<file path="src/rtl/core/scpd_pkg.sv">
`default_nettype none

package scpd_pkg;

	// Width of one audio sample.
	localparam int SampleBits = 16;
	// Compare width that holds both a sample and the negated 15-bit threshold.
	localparam int CmpBits = ((SampleBits > 15) ? SampleBits : 15) + 2;

	// Result queue between the trigger and the output port.
	localparam int QueueDepth   = 4;
	localparam int QueuePtrBits = $clog2(QueueDepth);
	localparam int QueueCntBits = $clog2(QueueDepth + 1);

	// Register indexes of the configuration port.
	localparam logic [1:0] CfgThreshold  = 2'd0;
	localparam logic [1:0] CfgPhaseStep  = 2'd1;
	localparam logic [1:0] CfgStaleLimit = 2'd2;

	localparam logic [14:0] ThresholdReset  = 15'd66;
	localparam logic [31:0] PhaseStepReset  = 32'd39370533;
	localparam logic [23:0] StaleLimitReset = 24'd9600;

	localparam logic [23:0] ElapsedMax = 24'hFFFFFF;

	typedef enum logic [1:0] {
		KindRise  = 2'd0,
		KindPeak  = 2'd1,
		KindStale = 2'd2
	} kind_t;

	typedef struct packed {
		kind_t                         kind;
		logic [15:0]                   angle;
		logic [23:0]                   elapsed;
		logic signed [SampleBits-1:0]  peak_value;
		logic [31:0]                   peak_time;
		logic                          last;
	} result_t;

	typedef struct packed {
		logic        valid;
		logic [1:0]  index;
		logic [31:0] data;
	} cfg_wr_t;

	// Results produced by one sample: count is 0, 1 or 2.
	typedef struct packed {
		logic [1:0] count;
		result_t    first;
		result_t    second;
	} push_t;

	function automatic logic [23:0] sat24(input logic [31:0] d);
		logic [23:0] r;
		r = (d[31:24] != 8'd0) ? ElapsedMax : d[23:0];
		return r;
	endfunction

endpackage

`default_nettype wire

</file>
<file path="src/rtl/core/strobe_crossing_phase_detector.sv">
`default_nettype none

// Channel   Handshake                 Payload
// input     in_valid / in_stall       sample
// output    out_valid / out_stall     kind, angle, elapsed, peak_value, peak_time, last
// config    cfg_valid / cfg_ready     cfg_index, cfg_data
//
// One sample word is taken every cycle unless the input stalls. A word waits in the
// input register until it is processed, when its results enter the result queue; a
// sample that causes two results gives two output words. The input stalls only while
// fewer than two queue slots are free. Reset clears the trigger state and loads the
// register defaults; no clearing pass follows. Configuration writes are always ready.

module strobe_crossing_phase_detector (
	input  wire logic                                   clk,
	input  wire logic                                   arst_n,
	// Sample input.
	input  wire logic                                   in_valid,
	output logic                                        in_stall,
	input  wire logic signed [scpd_pkg::SampleBits-1:0] sample,
	// Result output.
	output logic                                        out_valid,
	input  wire logic                                   out_stall,
	output logic [1:0]                                  kind,
	output logic [15:0]                                 angle,
	output logic [23:0]                                 elapsed,
	output logic signed [scpd_pkg::SampleBits-1:0]      peak_value,
	output logic [31:0]                                 peak_time,
	output logic                                        last,
	// Register writes.
	input  wire logic                                   cfg_valid,
	output logic                                        cfg_ready,
	input  wire logic [1:0]                             cfg_index,
	input  wire logic [31:0]                            cfg_data
);

	// Input register: one sample word waiting for the trigger.
	logic                                   valid_s1;
	logic signed [scpd_pkg::SampleBits-1:0] sample_s1;

	logic               room2;
	logic               fire;
	logic               pop;
	logic               not_empty;
	scpd_pkg::cfg_wr_t  cfg;
	scpd_pkg::push_t    push;
	scpd_pkg::result_t  head;

	// The held word is processed whenever the queue can take both possible results.
	assign fire      = valid_s1 && room2;
	assign in_stall  = valid_s1 && !room2;
	assign pop       = not_empty && !out_stall;
	assign cfg_ready = 1'b1;

	assign cfg.valid = cfg_valid;
	assign cfg.index = cfg_index;
	assign cfg.data  = cfg_data;

	always_ff @(posedge clk or negedge arst_n) begin
		if (!arst_n) begin
			valid_s1 <= 1'b0;
		end else if (in_valid && !in_stall) begin
			valid_s1 <= 1'b1;
		end else if (fire) begin
			valid_s1 <= 1'b0;
		end
	end

	always_ff @(posedge clk) begin
		if (in_valid && !in_stall) begin
			sample_s1 <= sample;
		end
	end

	scpd_trigger u_trigger (
		.clk    (clk),
		.arst_n (arst_n),
		.cfg    (cfg),
		.fire   (fire),
		.sample (sample_s1),
		.push   (push)
	);

	// The queue head is the output word; it holds while the output stalls.
	scpd_queue u_queue (
		.clk       (clk),
		.arst_n    (arst_n),
		.push      (push),
		.pop       (pop),
		.head      (head),
		.not_empty (not_empty),
		.room2     (room2)
	);

	assign out_valid  = not_empty;
	assign kind       = head.kind;
	assign angle      = head.angle;
	assign elapsed    = head.elapsed;
	assign peak_value = head.peak_value;
	assign peak_time  = head.peak_time;
	assign last       = head.last;

	// A held word is never dropped: it is either processed or still held next cycle.
	a_hold_word: assert property (@(posedge clk) disable iff (!arst_n)
		valid_s1 && !fire |=> valid_s1 && $stable(sample_s1))
		else $error("held sample word lost");

endmodule

`default_nettype wire

</file>
<file path="src/rtl/core/scpd_trigger.sv">
`default_nettype none

module scpd_trigger (
	input  wire logic                                   clk,
	input  wire logic                                   arst_n,
	input  wire scpd_pkg::cfg_wr_t                      cfg,
	input  wire logic                                   fire,
	input  wire logic signed [scpd_pkg::SampleBits-1:0] sample,
	output scpd_pkg::push_t                             push
);

	logic [14:0] threshold_q;
	logic [31:0] phase_step_q;
	logic [23:0] stale_limit_q;

	logic                                   is_high_q;
	logic [31:0]                            count_q;
	logic [31:0]                            phase_q;
	logic [31:0]                            last_rise_q;
	logic [31:0]                            last_refresh_q;
	logic                                   peak_seen_q;
	logic signed [scpd_pkg::SampleBits-1:0] peak_level_q;
	logic [31:0]                            peak_at_q;

	logic signed [scpd_pkg::CmpBits-1:0] s_ext;
	logic signed [scpd_pkg::CmpBits-1:0] thr_ext;
	logic                                fall;
	logic                                above;
	logic                                rise;
	logic                                take_peak;
	logic                                peak_out;
	logic                                stale;
	logic [31:0]                         next_t;
	logic [31:0]                         refresh_base;
	logic [31:0]                         gap;
	scpd_pkg::result_t                   ev_res;
	scpd_pkg::result_t                   stale_res;

	always_comb begin
		s_ext        = scpd_pkg::CmpBits'(sample);
		thr_ext      = scpd_pkg::CmpBits'(threshold_q);
		// The fall test wins, so with a zero threshold a zero sample while high is a fall.
		fall         = is_high_q && (s_ext <= -thr_ext);
		above        = s_ext >= thr_ext;
		rise         = !fall && above && !is_high_q;
		take_peak    = !fall && above && (!peak_seen_q || (sample >= peak_level_q));
		peak_out     = fall && peak_seen_q;
		next_t       = count_q + 32'd1;
		refresh_base = rise ? count_q : last_refresh_q;
		gap          = next_t - refresh_base;
		stale        = gap > {8'd0, stale_limit_q};

		ev_res = '0;
		if (peak_out) begin
			ev_res.kind       = scpd_pkg::KindPeak;
			ev_res.peak_value = peak_level_q;
			ev_res.peak_time  = peak_at_q;
		end else begin
			ev_res.kind    = scpd_pkg::KindRise;
			ev_res.angle   = phase_q[31:16];
			ev_res.elapsed = scpd_pkg::sat24(count_q - last_rise_q);
		end
		ev_res.last = !stale;

		stale_res         = '0;
		stale_res.kind    = scpd_pkg::KindStale;
		stale_res.elapsed = scpd_pkg::sat24(gap);
		stale_res.last    = 1'b1;

		if (peak_out || rise) begin
			push.first = ev_res;
		end else begin
			push.first = stale_res;
		end
		push.second = stale_res;
		push.count  = fire ? (2'({1'b0, peak_out || rise}) + 2'({1'b0, stale})) : 2'd0;
	end

	always_ff @(posedge clk or negedge arst_n) begin
		if (!arst_n) begin
			threshold_q    <= scpd_pkg::ThresholdReset;
			phase_step_q   <= scpd_pkg::PhaseStepReset;
			stale_limit_q  <= scpd_pkg::StaleLimitReset;
			is_high_q      <= 1'b0;
			count_q        <= '0;
			phase_q        <= '0;
			last_rise_q    <= '0;
			last_refresh_q <= '0;
			peak_seen_q    <= 1'b0;
			peak_level_q   <= '0;
			peak_at_q      <= '0;
		end else begin
			if (cfg.valid) begin
				unique case (cfg.index)
					scpd_pkg::CfgThreshold:  threshold_q   <= cfg.data[14:0];
					scpd_pkg::CfgPhaseStep:  phase_step_q  <= cfg.data;
					scpd_pkg::CfgStaleLimit: stale_limit_q <= cfg.data[23:0];
					default: ;
				endcase
			end
			if (fire) begin
				if (fall) begin
					is_high_q   <= 1'b0;
					peak_seen_q <= 1'b0;
				end else begin
					if (take_peak) begin
						peak_seen_q  <= 1'b1;
						peak_level_q <= sample;
						peak_at_q    <= count_q;
					end
					if (rise) begin
						is_high_q   <= 1'b1;
						last_rise_q <= count_q;
					end
				end
				if (stale) begin
					last_refresh_q <= next_t;
				end else if (rise) begin
					last_refresh_q <= count_q;
				end
				count_q <= next_t;
				phase_q <= phase_q + phase_step_q;
			end
		end
	end

	// Two results from one sample are an edge event followed by a stale refresh.
	a_pair_order: assert property (@(posedge clk) disable iff (!arst_n)
		push.count == 2'd2 |-> push.second.kind == scpd_pkg::KindStale &&
			push.first.kind != scpd_pkg::KindStale)
		else $error("two results without trailing stale refresh");

	// Only the final result of a sample is marked last.
	a_pair_last: assert property (@(posedge clk) disable iff (!arst_n)
		push.count == 2'd2 |-> !push.first.last && push.second.last)
		else $error("last mark misplaced on a result pair");

	a_single_last: assert property (@(posedge clk) disable iff (!arst_n)
		push.count == 2'd1 |-> push.first.last)
		else $error("single result not marked last");

endmodule

`default_nettype wire

</file>
<file path="src/rtl/core/scpd_queue.sv">
`default_nettype none

module scpd_queue (
	input  wire logic              clk,
	input  wire logic              arst_n,
	input  wire scpd_pkg::push_t   push,
	input  wire logic              pop,
	output scpd_pkg::result_t      head,
	output logic                   not_empty,
	output logic                   room2
);

	scpd_pkg::result_t                   mem [scpd_pkg::QueueDepth];
	logic [scpd_pkg::QueuePtrBits-1:0]   wr_q;
	logic [scpd_pkg::QueuePtrBits-1:0]   rd_q;
	logic [scpd_pkg::QueueCntBits-1:0]   cnt_q;

	assign head      = mem[rd_q];
	assign not_empty = cnt_q != '0;
	assign room2     = cnt_q <= scpd_pkg::QueueCntBits'(scpd_pkg::QueueDepth - 2);

	always_ff @(posedge clk) begin
		if (push.count != 2'd0) begin
			mem[wr_q] <= push.first;
		end
		if (push.count == 2'd2) begin
			mem[wr_q + 1'b1] <= push.second;
		end
	end

	always_ff @(posedge clk or negedge arst_n) begin
		if (!arst_n) begin
			wr_q  <= '0;
			rd_q  <= '0;
			cnt_q <= '0;
		end else begin
			wr_q  <= wr_q + scpd_pkg::QueuePtrBits'(push.count);
			rd_q  <= rd_q + scpd_pkg::QueuePtrBits'(pop);
			cnt_q <= cnt_q + scpd_pkg::QueueCntBits'(push.count) - scpd_pkg::QueueCntBits'(pop);
		end
	end

	a_no_overflow: assert property (@(posedge clk) disable iff (!arst_n)
		cnt_q <= scpd_pkg::QueueCntBits'(scpd_pkg::QueueDepth))
		else $error("result queue overflow");

	a_pop_drains: assert property (@(posedge clk) disable iff (!arst_n)
		pop && push.count == 2'd0 |=> cnt_q == $past(cnt_q) - 1'b1)
		else $error("pop did not reduce queue fill");

endmodule

`default_nettype wire
</file>
<file path="config.mk">
export PLATFORM = sky130hd
export DESIGN_NAME = strobe_crossing_phase_detector
export DESIGN_NICKNAME = d
export VERILOG_FILES = /design/src/rtl/core/scpd_pkg.sv /design/src/rtl/core/strobe_crossing_phase_detector.sv /design/src/rtl/core/scpd_trigger.sv /design/src/rtl/core/scpd_queue.sv
export SDC_FILE = /design/constraint.sdc
export NUM_CORES = 1
export LEC_CHECK = 0
export BUFFER_PORTS_ARGS = -buffer_cell sky130_fd_sc_hd__buf_2
export CORE_MARGIN = 2
export CORE_UTILIZATION = 62
export DETAILED_ROUTE_END_ITERATION = 7
export GPL_TIMING_DRIVEN = 0
export PLACE_DENSITY = 0.79
export SYNTH_ARGS = -nofsm -noshare
export SYNTH_HDL_FRONTEND = slang
export SYNTH_SLANG_ARGS = --single-unit
</file>
<file path="constraint.sdc">
create_clock -name clk -period 9.3 [get_ports clk]
set_clock_uncertainty 0.05 [all_clocks]
set_input_delay 2.79 -clock clk [delete_from_list [all_inputs] [get_ports clk]]
set_output_delay 2.79 -clock clk [all_outputs]
set_load 0.01 [all_outputs]
</file>
==> metrics.txt <==
status=complete, no violations; max-slew violations=0; Slew headroom=16.0%; multiplexer area fraction after synthesis=11.3%; drt first pass iters=6; fraction of layout cells with a size suffix above 1=around a fifth; r2r setup slk=0.23 ns; n_diodes=0; critical path's slowest cell=ha_1; largest family of logic cells by synthesized area=compound AO/OA/AOI/OAI gates; final WL=100000 um; Post-Layout Cell Count=4002; Simple-Gate Fraction of Synth Area=10.2%; CP Launch Type=register; commonest non-fill, non-tap cell in the layout=dfxtp_1; post-placement cell area=35000 um^2; Net count, final=3492; Worst Hold Depth=1; HP Class=register to register; CP Capture Type=register; RSZ-0062 raised after global routing=false; Synth async-reset ratio=between 40% and 50%; GRT overflow=0; total track usage=35.6%; sequential share of the synthesized area=45.6%; adder-cell share of the synthesized area=under 10%; vias=27100; die area=55600 um^2; Syn Nets=3255; input/output buffers=147; hold path startpoint=u_queue.mem[3][89]; TritonCTS clock tree=done; Area growth, synth to finish=12.9%; Final WS setup=0.231 ns; hold endpoint=u_queue.mem[3][89]; Die Y=236 um; post-synth cell types=87; Vias/cell=6.78; # placed instances=about 3900; reg-to-reg startpoint=sample_s1[0]; Post-Syn Area=33300 um^2; row cnt=84; most frequent cells in the layout=dfxtp_1, a22o_1, dfrtp_1; post-route cell area=37600 um^2; Fill cells=3706; CP max stage delay=approximately 0.43 ns; Fmax achieved=roughly 110 MHz; initial antenna violation count=0; hold_ws=0.404 ns; num ports=149; most used cell, CP=ha_1; pin count of the biggest net entering global routing=126; worst slack, placed=-1.66 ns; post-synthesis compound-gate area fraction=18.4%; Die W=approximately 240 um; DR DRC count=0; Crit Path Max Fanout=11; final hold viol count=0; final setup violation count=0; clock root cell=clkbuf_16; Post-Synthesis Cells=3022; ANT nets after route=0; Required @ worst endpoint=9.81 ns; Register-to-Register Path Depth=36; critical path class=register to register; first-pass GRT wire length=approximately 150000 um; detailed placer's ending HPWL=between 70000 and 80000 um; VDD IR max=0.290 mV; clock-pin slew on the worst setup and hold paths=approximately 0.06 ns; Placeable Area=52900 um^2; CTS Hold Bufs=0; YS warnings=0; routed len/inst=between 20 and 30 um; Synth Area in XOR/XNOR=3.76%; H-tree depth=3; Initial Util=a little over three fifths; Syn Area/Cell=11.0 um^2; clk sinks=637; vias in the first global route=27000; routability cong.=0.998; Max Root-Sink Buffers=3; final worst path period need=approximately 9 ns; period utilization=97.5%; r2r endpoint=u_queue.mem[1][80]; Power Dens Cells=394 nW/um^2; worst-skew pair later-pin latency=about 0.64 ns; maxcap violations=0; worst slew pin tran=1.26 ns; Post-synth EDFFs=112; total negative slack=0 ns; violation count after the first detailed-route iteration=2692; Most used DFF post-synth=dfxtp_1; TritonCTS Buffers=between 60 and 70; LEAKAGE=0.0166 uW; Worst Path Arrival=9.58 ns; Yosys reg bits=637
-- final cells by class --
| class | count | area [um^2] | share of cell area, % |
|---|---|---|---|
| buffer | 198 | 921 | 2.45 |
| timing repair buffer | 165 | 956 | 2.54 |
| clock buffer | 97 | 1940 | 5.17 |
| multi-input combinational | 2048 | 16900 | 44.9 |
| timing repair inverter | 4 | 30.0 | 0.0799 |
| inverter | 137 | 529 | 1.41 |
| clock inverter | 28 | 292 | 0.775 |
| sequential | 637 | 15200 | 40.4 |
| tap | 688 | 861 | 2.29 |
-- synth_stat cells (19+ instances only) --
cell type	n	area, um^2
a22o_1	255	2230
edfxtp_1	112	3360
inv_1	137	514
mux2i_1	26	260
dfstp_2	20	526
a21oi_1	139	696
a31oi_1	22	138
nand2_1	194	728
o21ai_0	101	505
nand3_1	68	340
ha_1	174	2180
o211ai_1	26	195
nor4_4	20	425
dfxtp_1	268	5370
nor3_1	33	165
nand4_1	37	231
clkbuf_1	143	537
nor2_1	115	432
buf_1	32	120
dfrtp_1	237	5930
a21o_1	69	518
and3_1	46	288
o22ai_1	101	632
mux2_2	128	1440
o31ai_1	34	255
mux4_2	91	2050
xor2_1	60	526
o21a_1	22	165
nor2b_1	19	119
xnor2_1	83	727
-- kinds of logic (layout without fill, tap and decap cells) --
family | after synthesis | count (layout)
adder cells (fa/ha/maj) | 178 | 178
flip-flops | 637 | 637
multiplexers | 245 | 245
XOR/XNOR | 143 | 143
AND/OR/NAND/NOR | 625 | 625
other | 1 | 1
AO/OA/AOI/OAI | 856 | 856
buffers and inverters | 337 | 629
-- sequential cells by signal, summed over array words and instances (netlist names), 16 cells and up --
name,cells
u_trigger.last_refresh_q,32
u_trigger.phase_step_q,32
u_trigger.peak_at_q,32
sample_s1,16
u_trigger.last_rise_q,32
u_trigger.count_q,32
u_trigger.stale_limit_q,24
u_trigger.phase_q,32
u_trigger.peak_level_q,16
u_queue.mem,364
-- power by group --
part	switching (uW)	total (uW)	internal, uW
logic	5120	8070	2950
clock network	1180	2740	1560
registers	464	4020	3550
-- layer usage --
metal	vias up	track usage, %	share of wire, %
met2	1532	57.9	47
li1	11800	-	-
met1	13400	44.6	38
met4	0	18.0	5.4
met5	-	0	0
met3	342	8.65	10
-- worst max-delay path by stage --
stage                             start                  to  slack, ns  cells past startpoint
6_report                   sample_s1[0]  u_queue.mem[1][80]       0.23                     36
2_1_floorplan  u_trigger.threshold_q[1]  u_queue.mem[0][49]       1.44                     36
3_5_place_dp               sample_s1[0]  u_queue.mem[0][36]      -1.66                     34
4_1_cts                    sample_s1[0]  u_queue.mem[0][36]     0.0006                     34
5_1_grt                    sample_s1[0]  u_queue.mem[0][88]       0.02                     39
3_3_place_gp               sample_s1[0]  u_queue.mem[0][33]      -1.25                     34
-- what timing repair did --
item,CTS,global route
endpoints found under the setup margin,462,462
buffers inserted,12,3
pin swaps,0,2
cloned,4,0
gates resized for setup,60,63
-- worst max-delay path, delay by kind of cell, from the launching register on --
family                   cells  cell delay [ns]
AO/OA/AOI/OAI               15             3.27
XOR/XNOR                     1             0.28
adder cells (fa/ha/maj)      5             1.61
buffers and inverters        7             1.80
flip-flops                   1             0.41
multiplexers                 1             0.38
AND/OR/NAND/NOR              7             1.23
-- per-stage QoR --
step | power, uW | utilization, %
after floorplan | 9360 | -
after global routing | 15500 | 71.1
after detailed placement | 11700 | 66.1
after CTS | 14500 | 70.9
after global placement | 11400 | 66.0
final | 14800 | 71.1
Power figures use the tool's default switching activity.
